<file path="config.mk">
export PLATFORM = sky130hd
export DESIGN_NAME = bup2x_queue
export DESIGN_NICKNAME = d
export VERILOG_FILES = /design/src/design/bilinear_upscale_2x_core_defines.svh /design/src/design/bup2x_pkg.sv /design/src/design/bup2x_queue.sv
export SDC_FILE = /design/constraint.sdc
export NUM_CORES = 1
export LEC_CHECK = 0
export ABC_CLOCK_PERIOD_IN_PS = 8520
export BUFFER_PORTS_ARGS = -buffer_cell sky130_fd_sc_hd__buf_4
export CAP_MARGIN = 20
export CORE_MARGIN = 2
export CORE_UTILIZATION = 50
export DETAILED_ROUTE_END_ITERATION = 10
export PLACE_DENSITY_LB_ADDON = 0.3
export SLEW_MARGIN = 10
export SYNTH_ARGS = -nofsm -noshare
export SYNTH_HDL_FRONTEND = slang
export SYNTH_SLANG_ARGS = --single-unit
</file>
<file path="constraint.sdc">
create_clock -name i_clk -period 8.52 [get_ports i_clk]
set_input_delay 0.426 -clock i_clk [delete_from_list [all_inputs] [get_ports i_clk]]
set_output_delay 0.426 -clock i_clk [all_outputs]
set_load 0.05 [all_outputs]
</file>
<file path="src/design/bilinear_upscale_2x_core_defines.svh">
// Assertion macros shared by the bilinear upscale core.
// Each macro checks on the rising edge of i_clk and is off while i_rst_n is low.
`ifndef BILINEAR_UPSCALE_2X_CORE_DEFINES_SVH
`define BILINEAR_UPSCALE_2X_CORE_DEFINES_SVH

`ifndef SYNTHESIS

// cond must never be true
`define BUP2X_NEVER(label, cond) \
    label: assert property (@(posedge i_clk) disable iff (!i_rst_n) !(cond)) \
        else $error("bup2x: forbidden condition seen");

// ante implies cons in the same cycle
`define BUP2X_IMPLIES(label, ante, cons) \
    label: assert property (@(posedge i_clk) disable iff (!i_rst_n) (ante) |-> (cons)) \
        else $error("bup2x: implication failed");

// ante implies cons in the next cycle
`define BUP2X_NEXT(label, ante, cons) \
    label: assert property (@(posedge i_clk) disable iff (!i_rst_n) (ante) |=> (cons)) \
        else $error("bup2x: next-cycle implication failed");

`else

`define BUP2X_NEVER(label, cond)
`define BUP2X_IMPLIES(label, ante, cons)
`define BUP2X_NEXT(label, ante, cons)

`endif

`endif

</file>
<file path="src/design/bup2x_pkg.sv">
package bup2x_pkg;

    localparam int COORD_W    = 10;
    localparam int CH_W       = 8;
    localparam int TILE_REG_W = 10;

    localparam logic [TILE_REG_W-1:0] TILE_RESET = 10'd512;

    // configuration register index
    localparam logic CFG_TILE_WIDTH  = 1'b0;
    localparam logic CFG_TILE_HEIGHT = 1'b1;

    // anchors an input pixel may complete, in emission order
    localparam logic [1:0] ANC_UL = 2'd0;
    localparam logic [1:0] ANC_UR = 2'd1;
    localparam logic [1:0] ANC_LL = 2'd2;
    localparam logic [1:0] ANC_LR = 2'd3;

    // position of a result within its anchor's 2x2 block
    localparam logic [1:0] SUB_CORNER = 2'd0;
    localparam logic [1:0] SUB_HORIZ  = 2'd1;
    localparam logic [1:0] SUB_VERT   = 2'd2;
    localparam logic [1:0] SUB_DIAG   = 2'd3;

    localparam int Q_DEPTH = 4;

    typedef struct packed {
        logic [CH_W-1:0] red;
        logic [CH_W-1:0] green;
        logic [CH_W-1:0] blue;
    } t_pix;

    typedef struct packed {
        logic [COORD_W-1:0] col2;   // 2 * column, wrapped
        logic [COORD_W-1:0] row2;   // 2 * row, wrapped
        t_pix               cur;
        t_pix               above;
        t_pix               left;
        t_pix               upper_left;
        logic [3:0]         mask;   // one bit per anchor code
    } t_job;

    typedef struct packed {
        logic emit;
        logic last;
        logic pop;
    } t_back_stat;

endpackage

</file>
<file path="src/design/bup2x_queue.sv">
module bup2x_queue (
    input  logic            i_clk,
    input  logic            i_rst_n,
    input  logic            i_push,
    input  bup2x_pkg::t_job i_job,
    output logic            o_full,
    input  logic            i_pop,
    output bup2x_pkg::t_job o_head,
    output logic            o_empty
);
    import bup2x_pkg::*;

    localparam int PW = $clog2(Q_DEPTH);

    t_job          r_mem [Q_DEPTH];
    logic [PW-1:0] r_wp, r_rp;
    logic [PW:0]   r_cnt;

    assign o_full  = (r_cnt == (PW + 1)'(Q_DEPTH));
    assign o_empty = (r_cnt == '0);
    assign o_head  = r_mem[r_rp];

    always_ff @(posedge i_clk) begin
        if (i_push) begin
            r_mem[r_wp] <= i_job;
        end
    end

    // depth is a power of two: pointers wrap on their own
    always_ff @(posedge i_clk) begin
        if (!i_rst_n) begin
            r_wp  <= '0;
            r_rp  <= '0;
            r_cnt <= '0;
        end else begin
            if (i_push) begin
                r_wp <= r_wp + PW'(1);
            end
            if (i_pop) begin
                r_rp <= r_rp + PW'(1);
            end
            if (i_push && !i_pop) begin
                r_cnt <= r_cnt + (PW + 1)'(1);
            end else if (!i_push && i_pop) begin
                r_cnt <= r_cnt - (PW + 1)'(1);
            end
        end
    end

endmodule

</file>
### Word-level counts from Yosys, hierarchy flattened

Memory sizes are Yosys's and may differ from the RTL's. A register that Yosys moved wholly into a read port is not among the register bits.
Index checks and enable logic that the tools add are counted.

| operators by class | value |
|---|---|
| equal/unequal tests | 1 |
| reductions and logical operators | 6 |
| $add $sub $neg | 4 |
| multiplexer cells | 6 |

Operators by type and width:

| kind | count |
|---|---|
| two-way mux 3 bit | 2 |
| adder 2 x 1 -> 2 bit, second input constant | 2 |
| two-way mux 2 bit | 2 |
| adder 3 x 1 -> 3 bit, second input constant | 1 |
| == test 3 bit, second input constant | 1 |
| logical NOT 3 bit | 1 |
| subtractor 3 x 1 -> 3 bit, second input constant | 1 |
| logical AND 1 bit | 2 |
| logical NOT 1 bit | 2 |
| two-way mux 1 bit | 2 |
| nonzero test 2 bit | 1 |

| word-level totals | value |
|---|---|
| memory bits (writable) | 480 |
| flip-flop bits (word level) | 7 |
| memories | 1 |
| output and inout port bits | 122 |

Memories:

| memory | depth | bits a word | rd ports | clocked after Yosys merged registers in | write ports | line | text |
|---|---|---|---|---|---|---|---|
| r_mem | 4 | 120 | 1 | 1 | 1 | bup2x_queue.sv:15 | `t_job r_mem [Q_DEPTH];` |

### Logic depth before layout (Yosys ltp)

Gate-level depths: netlist of the first run.

| logic depth | value |
|---|---|
| word-level depth | 4 |
| mapped depth | 7 |
| mapped depth without buffers | 7 |

### Least setup slack after synthesis of the first run

OpenSTA, ideal clock, no wires.

| path | value |
|---|---|
| kind | register to register |
| start | register r_wp[0] |
| end | memory r_mem[0][0] (netlist bit) (enable) |
| cell stages (with the launch flop) | 4 |
| data required time | 8.027 ns |
| setup time | 0.493 ns |
| clock period less this slack | 3.792 ns |
| arrival time | 3.300 ns |
| path buffers | 0 |
| slack | 4.728 ns |
| cell sequence | dfxtp_1 inv_1 ha_1 and2_1 |

RTL lines:

| element | line | text |
|---|---|---|
| from (decl) | bup2x_queue.sv:16 | `logic [PW-1:0] r_wp, r_rp;` |
| from (signal assigned) | bup2x_queue.sv:37 | `r_wp <= r_wp + PW'(1);` |
| to (decl) | bup2x_queue.sv:15 |  |

Straight into the memory's write port.

==> metrics.txt, run 1 <==
Most used DFF post-synth=edfxtp_1; Yosys reg bits=489; Worst R2R End=r_mem[1][68]; Via-to-Cell Ratio=5.46; HP Class=input pin to register; R2R Setup Slk=6.40 ns; DRC=0; Peak Freq=284 MHz; Overflow after GRT=0; status=complete, no violations; Die Width=192 µm; Starting Density=0.504; CTS Hold Bufs=0; Via Count=7906; Post-Syn Area=17800 µm²; number of distinct library cells after synthesis=21; max capacitance violation total=0; startpoint types=register; Yosys top cell by area=edfxtp_1; Net Count, Synth=799; CP Max Fanout=68; IO Pins=246; Setup Fix Bufs, Post-CTS=0; Clk Tree Root Cell=clkbuf_16; Ant. Diodes=0; Post-synth ARST share=0; DRT Pass-1 Iters=4; top post-synthesis cells by area=edfxtp_1 81%, mux4_2 15%, dfxtp_1 1.0%; routed wire length=32300 µm; CP required=8.09 ns; Yosys warnings=0; Hold Fails Final Rpt=0; Yosys top cell area share=0.812; initial antenna violation count=0; min Tclk post-route=3.52 ns; fin. max-slew vios=0; Leak=7.26 nW; Post-DRT Antenna Nets=0; Worst-path clk slew=0.06 ns; CTS tree=yes; starting DRC count in detailed routing=403; core area=35200 µm²; Final Total Pwr=5.66 mW; Clock Path Buffers=3; syn avg cell area=26.5 µm²; row count=69; clock sink count=489; All-Layer GR Usage=0.175; die span in y=192 µm; Final Setup Violations=0; FF-to-FF path depth=3; worst-margin pin slew=1.04 ns; CTS buffer count=49; Synth Instances=669; H-tree depth=2; Worst-Skew Late Latency=0.56 ns; unrepaired setup endpoints after global routing=false; crit path DAT=3.10 ns; EDFF count, synth=480; final worst path period share=0.414; most frequent cell after synthesis=edfxtp_1; count of input and output buffers=245; WL per Instance=22.3 µm; Post-CTS Resized=0; Max IR drop VDD=239 µV; first-pass GRT wire length=47800 µm; Post-synth top cells=480 x edfxtp_1, 120 x mux4_2, 12 x buf_2; skew final=0.0115 ns; routability cong.=0.705; post-layout net count=1081; PwrDens=262 nW/µm²; sequential share of the synthesized area=0.822; Setup TNS Final=0 ns; vias in the first global route=8182; largest net degree at the start of global routing=69; worst reg2reg path startpoint=r_wp[0]; ratio of cells with drive above 1 in the final layout=0.453; Worst setup EP type=output pin; Die ar.=37000 µm²; Worst Setup EP=o_head[14]; Crit Path Class=register to output pin; hpwl dp=18700 µm; Slew HR=0.306; area added between synthesis and finish=21.8%
-- state kept, by name (all words and copies together), names as in the netlist, named ones only --
signal / flops
r_cnt: 3
r_rp: 2
r_wp: 2
r_mem: 480
-- metrics by stage --
stage / setup WS (ns) / hold slack (ns) / instances / area, µm² / util
final: 5.00 / 0.0576 / 1447 / 21600 / 0.614
after global placement: 5.22 / 0.484 / 1360 / 20100 / 0.570
after global routing: 4.84 / 0.0214 / 1447 / 21600 / 0.614
after detailed placement: 5.21 / 0.508 / 1360 / 20100 / 0.570
after CTS: 4.59 / 0.0169 / 1446 / 21600 / 0.613
after floorplan: 4.73 / 0.472 / 669 / 17800 / -
-- worst min-delay path by stage --
stage / from / to / slack [ns] / depth (start not counted)
2_1_floorplan: r_cnt[2] / r_cnt[2] / 0.47 / 2
4_1_cts: i_job[87] / r_mem[2][87] / 0.02 / 1
5_1_grt: i_job[76] / r_mem[0][76] / 0.02 / 1
3_5_place_dp: r_cnt[2] / r_cnt[2] / 0.51 / 2
3_3_place_gp: r_cnt[2] / r_cnt[2] / 0.48 / 2
6_report: i_job[87] / r_mem[2][87] / 0.06 / 1
-- routing by layer --
metal | vias up | GRT usage | share of wire
li1 | 3451 | - | -
met1 | 4142 | 0.229 | 0.41
met2 | 267 | 0.282 | 0.49
met3 | 46 | 0.0615 | 0.086
met4 | 0 | 0.0458 | 0.018
met5 | - | 0 | 0
-- power by group --
group	switching [mW]	internal (mW)	total, mW
clock network	0.827	1.20	2.03
registers	0.0386	2.77	2.80
logic	0.539	0.293	0.832
total	1.40	4.26	5.66
-- area by class of cell --
type / instances / area (µm²)
Multi-Input combinational cell: 150 / 2960
Inverter: 4 / 15.0
Sequential cell: 489 / 14600
Timing Repair Buffer: 257 / 1950
Tap cell: 461 / 577
Clock inverter: 22 / 204
Fill cell: 2366 / 13600
Clock buffer: 64 / 1310
-- critical path: stages, from the launching register on --
cell and delay [ns]:
dfxtp_4 0.87, buf_4 0.92, mux4_2 0.46, buf_4 0.21
-- cell families after synthesis --
kind of cell | count (synthesis) | synth area share
DFF | 489 | 0.822
muxes | 122 | 0.153
buffers and inverters | 30 | 0.0116
and+or+nand+nor | 15 | 0.00514
adders and majority gates | 6 | 0.00465
xor gates and xnor gates | 5 | 0.00247
AOI/OAI and AO/OA | 2 | 0.000705
-- cell usage in the layout (no fill, tap or decap), drive strengths merged, types with 3 or more instances in the layout --
cell	n
edfxtp	480
mux4	120
dfxtp	9
buf	257
xor2	3
inv	4
ha	5
and2	9
clkinv	17
bufinv	4
clkbuf	64
Note: power is estimated with default switching activity, not from simulation.
==> run 2, diff against run 1 <==
Settings changed: ABC_CLOCK_PERIOD_IN_PS 8520 to 3300.
Clock period 8.52 ns to 3.3 ns, I/O delays scaled along.
==> metrics.txt, run 2 (same netlist as run 1, synthesis figures left out) <==
Worst-path clk slew=0.06 ns; clock sink count=489; core area=35200 µm²; Worst-Skew Late Latency=0.54 ns; Top Layer Used=met4; row count=69; Top Registers=r_mem: 480 flops, r_cnt: 3 flops; starting DRC count in detailed routing=458; number of flip-flops in the largest register=480; Metal-1 WL=14300 µm; Crit Path Class=register to output pin; final worst path period share=0.779; CP required=3.13 ns; vias in the first global route=8948; CTS buffer count=48; DRT Pass-1 Iters=5; cell area after placement=20200 µm²; Post-DRT Antenna Nets=0; Starting Density=0.504; Slew HR=0.480; Hold Fails Final Rpt=0; CTS tree=yes; HP Start=i_job[2]; HP Class=input pin to register; Leak=7.79 nW; Setup Fix Bufs, Post-CTS=0; Via-to-Cell Ratio=5.32; largest net degree at the start of global routing=75; Endpoint, Worst Hold=r_mem[0][2]; Sw Share=0.251; first-pass GRT wire length=51000 µm; crit path DAT=2.41 ns; Peak Freq=389 MHz; area added between synthesis and finish=29.1%; Overflow after GRT=0; Place WS=1.21 ns; IO Pins=246; clock network fraction of total power=0.343; Worst R2R End=r_mem[2][18]; worst reg2reg path startpoint=r_wp[0]; Setup TNS Final=0 ns; skew final=0.00899 ns; Layout Utilization=0.651; Max IR drop VDD=465 µV; CP Max Fanout=26; All-Layer GR Usage=0.185; WL per Instance=21.6 µm; hpwl dp=19700 µm; fin worst setup slack=0.730 ns; most frequent cells in the layout=480 x edfxtp_1, 252 x buf_4, 123 x dlygate4sd3_1, 120 x mux4_2, 49 x clkbuf_16; Worst setup EP type=output pin; post-layout net count=1208; DRC=0; worst-margin pin slew=0.780 ns; Clock Path Buffers=3; ratio of cells with drive above 1 in the final layout=0.406; sequential share of power=0.498; status=complete, no violations; die span in y=192 µm; design area=22900 µm²; max capacitance violation total=0; most common cell after layout, fill and taps aside=edfxtp_1; min Tclk post-route=2.57 ns; Final Setup Violations=0; net switching power=3.65 mW; H-tree depth=2; hold path depth=2; Die ar.=37000 µm²; FF-to-FF path depth=4; Clk Tree Root Cell=clkbuf_16; PwrDens=634 nW/µm²; Filler cells=2292; Comb power frac=0.159; unrepaired setup endpoints after global routing=false; routed wire length=34000 µm; Reg with most FFs=r_mem; startpoint types=register; met3 wire length=2390 µm; Die Width=192 µm; R2R Setup Slk=1.48 ns; Final Total Pwr=14.5 mW; initial antenna violation count=1; met2 wire length=16800 µm; Via Count=8385; count of input and output buffers=245; Internal=10.9 mW; fin. max-slew vios=0; routability cong.=0.694
-- run 2: changes by cell type in the layout (fill, tap and decap cells not counted), moves of 2 or more --
cell,previous run,this run
clkbuf_8,3,0
clkinv_2,6,11
buf_12,0,10
bufinv_16,4,2
dlygate4sd3_1,0,123
buf_4,256,252
-- run 2: through the flow --
stage	hold slack [ns]	instances
3_5_place_dp	0.368	1366
4_1_cts	0.331	1575
5_1_grt	0.343	1576
6_report	0.368	1576
3_3_place_gp	0.365	1366
2_1_floorplan	0.264	669
-- run 2: power by group through the flow --
stage               combinational [mW]  sequential (mW)  clock, mW
global route                      2.43             7.27       5.34
CTS                               2.34             7.25       5.10
detailed placement                2.20             7.37          0
global placement                  2.19             7.36          0
floorplan                         1.51             7.32          0
finish                            2.31             7.24       4.99
-- run 2: what timing repair did --
item / in CTS / in global routing
endpoints found under the setup margin: 0 / 0
gates resized for setup: 0 / 0
hold buffers: 123 / 0
endpoints found under the hold margin: 489 / 0
-- run 2: critical path, cell delays in order, from the launching register on --
cell,delay [ns]
dfxtp_4,0.70
buf_4,0.38
mux4_2,0.57
buf_4,0.21
-- run 2: layout make-up --
cell class / instances / area (µm²) / area share
Antenna cell: 1 / 2.50 / 0.000109
Clock buffer: 62 / 1270 / 0.0556
Clock inverter: 24 / 164 / 0.00715
Inverter: 4 / 15.0 / 0.000655
Multi-Input combinational cell: 150 / 2960 / 0.129
Sequential cell: 489 / 14600 / 0.637
Tap cell: 461 / 577 / 0.0252
Timing Repair Buffer: 385 / 3320 / 0.145
-- run 2: worst max-delay path by stage --
stage	to	depth (start not counted)	slack, ns
after floorplan	r_mem[2][0]	3	0.84
after global placement	o_head[4]	3	1.21
after detailed placement	o_head[4]	3	1.21
after CTS	o_head[4]	3	0.61
after global routing	o_head[4]	3	0.54
final	o_head[67]	3	0.73
-- run 2: layer usage --
metal | track usage | vias up
met4 | 0.0408 | 0
met5 | 0 | -
met2 | 0.303 | 272
li1 | - | 3708
met1 | 0.253 | 4366
met3 | 0.0489 | 39
